[config.mk]
export PLATFORM = sky130hd
export DESIGN_NAME = fot_ctrl
export DESIGN_NICKNAME = d
export VERILOG_FILES = /design/src/rtl/core/fot_pkg.sv /design/src/rtl/core/fot_ctrl.sv
export SDC_FILE = /design/constraint.sdc
export NUM_CORES = 1
export LEC_CHECK = 0
export BUFFER_PORTS_ARGS = -buffer_cell sky130_fd_sc_hd__buf_2
export CORE_AREA = 3 3 40 42
export DETAILED_ROUTE_END_ITERATION = 8
export DIE_AREA = 0 0 43 45
export GPL_ROUTABILITY_DRIVEN = 1
export SYNTH_ARGS = -nofsm -noshare
export SYNTH_HDL_FRONTEND = slang
export SYNTH_SLANG_ARGS = --single-unit
[constraint.sdc]
create_clock -name aclk -period 0.9 [get_ports aclk]
set_clock_uncertainty 0.1 [all_clocks]
set_input_delay 0.09 -clock aclk [delete_from_list [all_inputs] [get_ports aclk]]
set_output_delay 0.09 -clock aclk [all_outputs]
set_load 0.005 [all_outputs]
[src/rtl/core/fot_pkg.sv]
`timescale 1ns / 1ps
`default_nettype none
// ----------------------------------------------------------------------------
// fot_pkg
// Shared types and codes of the frame orientation transform.
// ----------------------------------------------------------------------------
package fot_pkg;

    localparam int PIXEL_W   = 16;
    localparam int CFG_DIM_W = 7;
    localparam int MODE_W    = 2;
    localparam int INDEX_W   = 2;
    localparam int DIM_LIMIT = (1 << CFG_DIM_W) - 1;
    localparam int PROD_W    = 2 * CFG_DIM_W + 1;

    localparam logic [INDEX_W-1:0] REG_HEIGHT = 2'd0;
    localparam logic [INDEX_W-1:0] REG_WIDTH  = 2'd1;
    localparam logic [INDEX_W-1:0] REG_MODE   = 2'd2;

    localparam logic [MODE_W-1:0] MODE_MIRROR  = 2'd0;
    localparam logic [MODE_W-1:0] MODE_FLIP    = 2'd1;
    localparam logic [MODE_W-1:0] MODE_ROT_CW  = 2'd2;
    localparam logic [MODE_W-1:0] MODE_ROT_CCW = 2'd3;

    localparam logic FUNC_WRITE = 1'b0;
    localparam logic FUNC_READ  = 1'b1;

    typedef struct packed {
        logic wr_en;
        logic addr_load;
        logic mem_rd;
        logic out_ok;
        logic out_nr;
    } cmd_t;

    typedef struct packed {
        logic frame_ready;
        logic out_free;
    } stat_t;

endpackage
`default_nettype wire

[src/rtl/core/fot_ctrl.sv]
`timescale 1ns / 1ps
`default_nettype none
// ----------------------------------------------------------------------------
// fot_ctrl
// Sequencer: accepts requests and steps a read through address, memory
// and output phases.
// ----------------------------------------------------------------------------
module fot_ctrl (
    input  wire logic          aclk,
    input  wire logic          aresetn,
    input  wire logic          s_tvalid,
    output logic               s_tready,
    input  wire logic          func,
    input  wire fot_pkg::stat_t stat,
    output fot_pkg::cmd_t      cmd
);
    import fot_pkg::*;

    typedef enum logic [2:0] {
        ST_IDLE,
        ST_RD_ADDR,
        ST_RD_MEM,
        ST_RD_OUT,
        ST_NR_OUT
    } state_t;

    state_t state_reg;
    state_t state_next;
    logic   accept;

    assign s_tready = (state_reg == ST_IDLE);
    assign accept   = s_tvalid && s_tready;

    always_comb begin
        state_next = state_reg;
        cmd        = '0;
        unique case (state_reg)
            ST_IDLE: begin
                if (accept) begin
                    if (func == FUNC_WRITE) begin
                        cmd.wr_en = 1'b1;
                    end else if (stat.frame_ready) begin
                        state_next = ST_RD_ADDR;
                    end else begin
                        state_next = ST_NR_OUT;
                    end
                end
            end
            ST_RD_ADDR: begin
                cmd.addr_load = 1'b1;
                state_next    = ST_RD_MEM;
            end
            ST_RD_MEM: begin
                cmd.mem_rd = 1'b1;
                state_next = ST_RD_OUT;
            end
            ST_RD_OUT: begin
                if (stat.out_free) begin
                    cmd.out_ok = 1'b1;
                    state_next = ST_IDLE;
                end
            end
            ST_NR_OUT: begin
                if (stat.out_free) begin
                    cmd.out_nr = 1'b1;
                    state_next = ST_IDLE;
                end
            end
            default: begin
                state_next = ST_IDLE;
            end
        endcase
    end

    always_ff @(posedge aclk) begin
        if (!aresetn) begin
            state_reg <= ST_IDLE;
        end else begin
            state_reg <= state_next;
        end
    end

endmodule
`default_nettype wire

; ---- Word-level counts from Yosys, hierarchy flattened
; Index checks and enable logic that the tools add are counted.
[op_classes]
n_eq_ne = 7
muxes = 13
n_reduce_logical = 4
[op_table]
columns = operator, n
row1 = $mux 3, 4
row2 = $pmux 3 s4, 1
row3 = $mux 1, 8
row4 = $eq 3x2->1 const B, 2
row5 = $ne 2x1->1 const B, 3
row6 = $eq 3x1->1 const B, 1
row7 = $eq 3x3->1 const B, 1
row8 = $logic_not 3->1, 1
row9 = $reduce_and 3->1, 1
row10 = $reduce_or 2->1, 1
row11 = $logic_and 1x1->1, 1
[totals]
reg_bits = 3
inputBits = 6

; ---- Logic depth before layout (Yosys ltp)
[depth]
depth_word = 4
ltp_mapped = 2
depth_no_buf = 2

; ---- Least setup slack after synthesis
; Ideal clock, no wire load.
[synth_timing]
kind = reg2out
startpoint = reg state_reg[1]
endpoint = out cmd[4] (netlist bit)
t_arrival_ns = 0.725
t_required_ns = 0.710
setup_slack_ns = -0.015
stages_incl_launch_ff = 3
cell_sequence = dfxtp_1 > nor3_2 > and3b_1
[synth_lines]
columns = element, line
row1 = from (decl), fot_ctrl.sv:27  ; state_t state_reg;
row2 = from (signal assigned), fot_ctrl.sv:79  ; state_reg <= state_next;
row3 = to (decl), fot_ctrl.sv:15  ; output fot_pkg::cmd_t cmd

==> report_table.html <==
<table>
<tr><th>Metric</th><th>Value</th></tr>
<tr><th colspan="2">Drt</th></tr>
<tr><td>Detailed Route Iter0 Violations</td><td>4</td></tr>
<tr><td>Post-DR wirelength/cell</td><td>9.69 µm</td></tr>
<tr><td>TritonRoute pass-1 iters</td><td>2</td></tr>
<tr><td>Total wire length after detailed routing</td><td>533 µm</td></tr>
<tr><td>Remaining antenna violation count</td><td>0</td></tr>
<tr><td>Number of remaining DRC errors</td><td>0</td></tr>
<tr><td>Via density</td><td>4.15</td></tr>
<tr><td>Vias post-DR</td><td>228</td></tr>
<tr><th colspan="2">Layout</th></tr>
<tr><td>Final Cell Area</td><td>368 µm²</td></tr>
<tr><td>Final Net Count</td><td>47</td></tr>
<tr><td>Area Overhead vs Synth</td><td>98.6%</td></tr>
<tr><td>Area of the multi-input gates</td><td>156 µm²</td></tr>
<tr><td>Fraction of final layout cells with drive strength greater than 1</td><td>72.5%</td></tr>
<tr><td>N_diodes</td><td>0</td></tr>
<tr><td>Filler Cells Inserted</td><td>144</td></tr>
<tr><td>Number of flip-flops under the largest register name</td><td>3</td></tr>
<tr><td>FF+latch area</td><td>71.3 µm²</td></tr>
<tr><th colspan="2">Clocking</th></tr>
<tr><td>Clock transition at the registers of the reported paths</td><td>40 ps</td></tr>
<tr><td>Clock latency of the later-clocked register in the worst-skew pair</td><td>230 ps</td></tr>
<tr><td>CTS H-tree depth</td><td>1</td></tr>
<tr><td>TritonCTS buffer count</td><td>3</td></tr>
<tr><td>Post-CTS Hold Buffers</td><td>0</td></tr>
<tr><td>Max Root-Sink Buffers</td><td>2</td></tr>
<tr><td>Num Clock Sinks</td><td>3</td></tr>
<tr><td>Clock tree from TritonCTS</td><td>done</td></tr>
<tr><td>Root Buffer</td><td>clkbuf_4</td></tr>
<tr><th colspan="2">Placed design</th></tr>
<tr><td>HPWL after detailed placement</td><td>376 µm</td></tr>
<tr><td>Total placed instance area</td><td>284 µm²</td></tr>
<tr><td>DP Worst Slack</td><td>-98.3 ps</td></tr>
<tr><td>Number of buffer cells added on primary ports</td><td>11</td></tr>
<tr><td>Weighted congestion at the end of routability-driven global placement</td><td>0.596</td></tr>
<tr><th colspan="2">Synthesis</th></tr>
<tr><td>Post-synthesis sequential element count</td><td>3</td></tr>
<tr><td>Cell type with the highest aggregate area in the netlist</td><td>dfxtp_1</td></tr>
<tr><td>Cell count after synthesis</td><td>21</td></tr>
<tr><td>Total nets after synthesis</td><td>27</td></tr>
<tr><td>Total standard cell area after synthesis</td><td>185 µm²</td></tr>
<tr><td>Count of yosys warnings during synthesis</td><td>0</td></tr>
<tr><td>Area share of the largest cell type after synthesis</td><td>32.4%</td></tr>
<tr><td>Synthesized area per cell</td><td>8.82 µm²</td></tr>
<tr><td>Sequential element share of the synthesized area</td><td>32.4%</td></tr>
<tr><td>Post-synthesis cell type count</td><td>16</td></tr>
<tr><td>Top cells by area in the synthesized netlist</td><td>dfxtp_1 (32%), nand2b_1 (6.8%), nor2_1 (6.1%)</td></tr>
<tr><th colspan="2">Min path</th></tr>
<tr><td>Worst Hold Launch</td><td>aresetn</td></tr>
<tr><td>Number of cells on the worst hold path</td><td>3</td></tr>
<tr><td>Hold EP</td><td>state_reg[0]</td></tr>
<tr><td>Tightest Hold Check Type</td><td>input pin to flip-flop</td></tr>
<tr><th colspan="2">Floorplanning</th></tr>
<tr><td>Standard-cell row count</td><td>13</td></tr>
<tr><td>Area of the die</td><td>1940 µm²</td></tr>
<tr><td>Core Box Area</td><td>1280 µm²</td></tr>
<tr><td>Initial core utilization</td><td>14.4%</td></tr>
<tr><td>Count of pins on the block boundary</td><td>12</td></tr>
<tr><td>DIE WIDTH</td><td>43 µm</td></tr>
<tr><td>Vert. Die Dim</td><td>45 µm</td></tr>
<tr><th colspan="2">Pwr</th></tr>
<tr><td>Proportion of power drawn by combinational gates</td><td>23.9%</td></tr>
<tr><td>Highest ir drop seen on vdd</td><td>0.653 mV</td></tr>
<tr><td>Part of the power in registers</td><td>30.2%</td></tr>
<tr><td>Part of the power in the clock network</td><td>45.8%</td></tr>
<tr><td>P_int</td><td>381 µW</td></tr>
<tr><td>Switch share</td><td>24.6%</td></tr>
<tr><td>Sw power</td><td>124 µW</td></tr>
<tr><td>Pwr per Cell Area</td><td>1370 nW/µm²</td></tr>
<tr><td>Leakage power figure</td><td>0.000179 µW</td></tr>
<tr><th colspan="2">STA</th></tr>
<tr><td>Max-slew headroom at the worst pin</td><td>86.8%</td></tr>
<tr><td>Post-route fraction of the period consumed by the critical path</td><td>136%</td></tr>
<tr><td>RSZ-0062 raised after global routing</td><td>yes</td></tr>
<tr><td>Final hold violations</td><td>0</td></tr>
<tr><td>Final total negative setup slack</td><td>-1740 ps</td></tr>
<tr><td>Final setup violation count</td><td>9</td></tr>
<tr><td>Minimum setup slack in the final design</td><td>-321 ps</td></tr>
<tr><td>Peak Freq</td><td>819 MHz</td></tr>
<tr><td>Slew Viols, Final</td><td>0</td></tr>
<tr><td>Final critical path time including I/O delays and setup</td><td>1220 ps</td></tr>
<tr><td>Actual transition at the worst max-transition pin</td><td>195 ps</td></tr>
<tr><th colspan="2">Run status</th></tr>
<tr><td>Violations in the final reports</td><td>setup timing</td></tr>
<tr><td>Status</td><td>finished with violations</td></tr>
<tr><th colspan="2">GRT</th></tr>
<tr><td>Gr ovfl total</td><td>0</td></tr>
<tr><td>Number of global-route vias before repair</td><td>202</td></tr>
<tr><td>Antenna violations before repair</td><td>0</td></tr>
<tr><td>Pin count of the biggest net entering global routing</td><td>8</td></tr>
<tr><td>Wire length of the first global-routing pass</td><td>779 µm</td></tr>
<tr><td>Total track usage</td><td>5.82%</td></tr>
<tr><th colspan="2">Critical path</th></tr>
<tr><td>Capture point of the worst reg-to-reg path</td><td>state_reg[2]</td></tr>
<tr><td>Startpoint class of the critical path</td><td>flip-flop</td></tr>
<tr><td>Worst Setup End Kind</td><td>primary output</td></tr>
<tr><td>Critical Path AT</td><td>1030 ps</td></tr>
<tr><td>Critical path origin</td><td>state_reg[2]</td></tr>
<tr><td>Reg2Reg Depth</td><td>3</td></tr>
<tr><td>Critical path class</td><td>flip-flop to primary output</td></tr>
<tr><td>Maximum net fanout on the critical path</td><td>5</td></tr>
<tr><td>Flop2flop setup slack</td><td>-150 ps</td></tr>
<tr><td>Beginning of the worst register-to-register path</td><td>state_reg[2]</td></tr>
<tr><td>Worst EP required</td><td>710 ps</td></tr>
<tr><th colspan="2">Job</th></tr>
<tr><td>Number of maximum-capacitance constraint violations</td><td>0</td></tr>
</table>
-- layer usage --
layer  vias up  part of all wire (%)  global-route usage, %
li1        117                     -                      -
met1       100                    46                   6.97
met2        11                    41                   6.29
met3         0                    12                   4.38
met4         0                     0                   5.42
met5         -                     0                      0
-- cells in the final DEF, fill, tap and decap left out --
cell type,n
nor2_2,1
a21bo_1,1
clkbuf_4,3
a21oi_2,1
nor2b_2,1
dfxtp_4,3
nor3_2,1
nor4bb_2,1
and3_1,1
nor3_4,1
nand4b_1,1
buf_2,10
nand2b_4,1
nand2b_1,1
buf_6,2
nor3b_1,1
and3_2,1
clkbuf_1,1
o211a_1,1
and3b_1,1
nand2_1,1
buf_4,3
nor2_1,2
-- logic make-up (layout without fill, tap and decap cells) --
logic type / after synthesis / count (layout) / synth area share, %
simple gates: 15 / 15 / 54.1
compound gates: 3 / 3 / 13.5
flops: 3 / 3 / 32.4
buf+inv: 0 / 19 / 0
-- worst max-delay path: stages, from the launching register on --
cell and delay [ps]:
dfxtp_4 350, nor3_4 180, and3b_1 170, buf_2 100
-- per-stage QoR --
| stage | hold WS [ps] | cells | util (%) | power (µW) |
|---|---|---|---|---|
| finish | 27.7 | 55 | 28.6 | 505 |
| detailed placement | 244 | 50 | 22.1 | 248 |
| global route | 27.1 | 55 | 28.6 | 549 |
| CTS | 5.19 | 54 | 24.9 | 491 |
| global placement | 247 | 50 | 22.1 | 247 |
| floorplan | 131 | 21 | - | 190 |
-- power groups by stage --
stage	logic, µW	clock network, µW	registers (µW)
after floorplan	36.8	0	154
after CTS	94.0	245	151
after global routing	131	264	154
after detailed placement	91.7	0	156
final	121	232	153
after global placement	91.2	0	155
-- cell usage after synthesis (all sizes together) --
library cell,count
nor2b,1
nor3b,1
a21bo,1
nand2b,2
a21oi,1
and3,2
dfxtp,3
o211a,1
nor3,2
nor4bb,1
and3b,1
nand2,1
nor2,3
nand4b,1
-- area by class of cell --
type	count	share of cell area, %
multi-input cells	18	42.5
flip-flops and latches	3	19.4
repair buffers	15	25.9
well taps	15	5.10
clock buffers	4	7.14
-- worst max path at each step --
stage                     endpoint  slack [ps]
after floorplan             cmd[4]          -3
after global placement      cmd[0]        -100
after detailed placement    cmd[0]        -100
after CTS                   cmd[4]        -340
after global routing        cmd[4]        -380
final                       cmd[4]        -320
-- repair_timing --
action,in CTS,in global routing
gates resized for setup,4,8
endpoints found under the setup margin,9,9
buffers inserted,0,1
pin swaps,4,3
(Power assumes the default switching activity.)
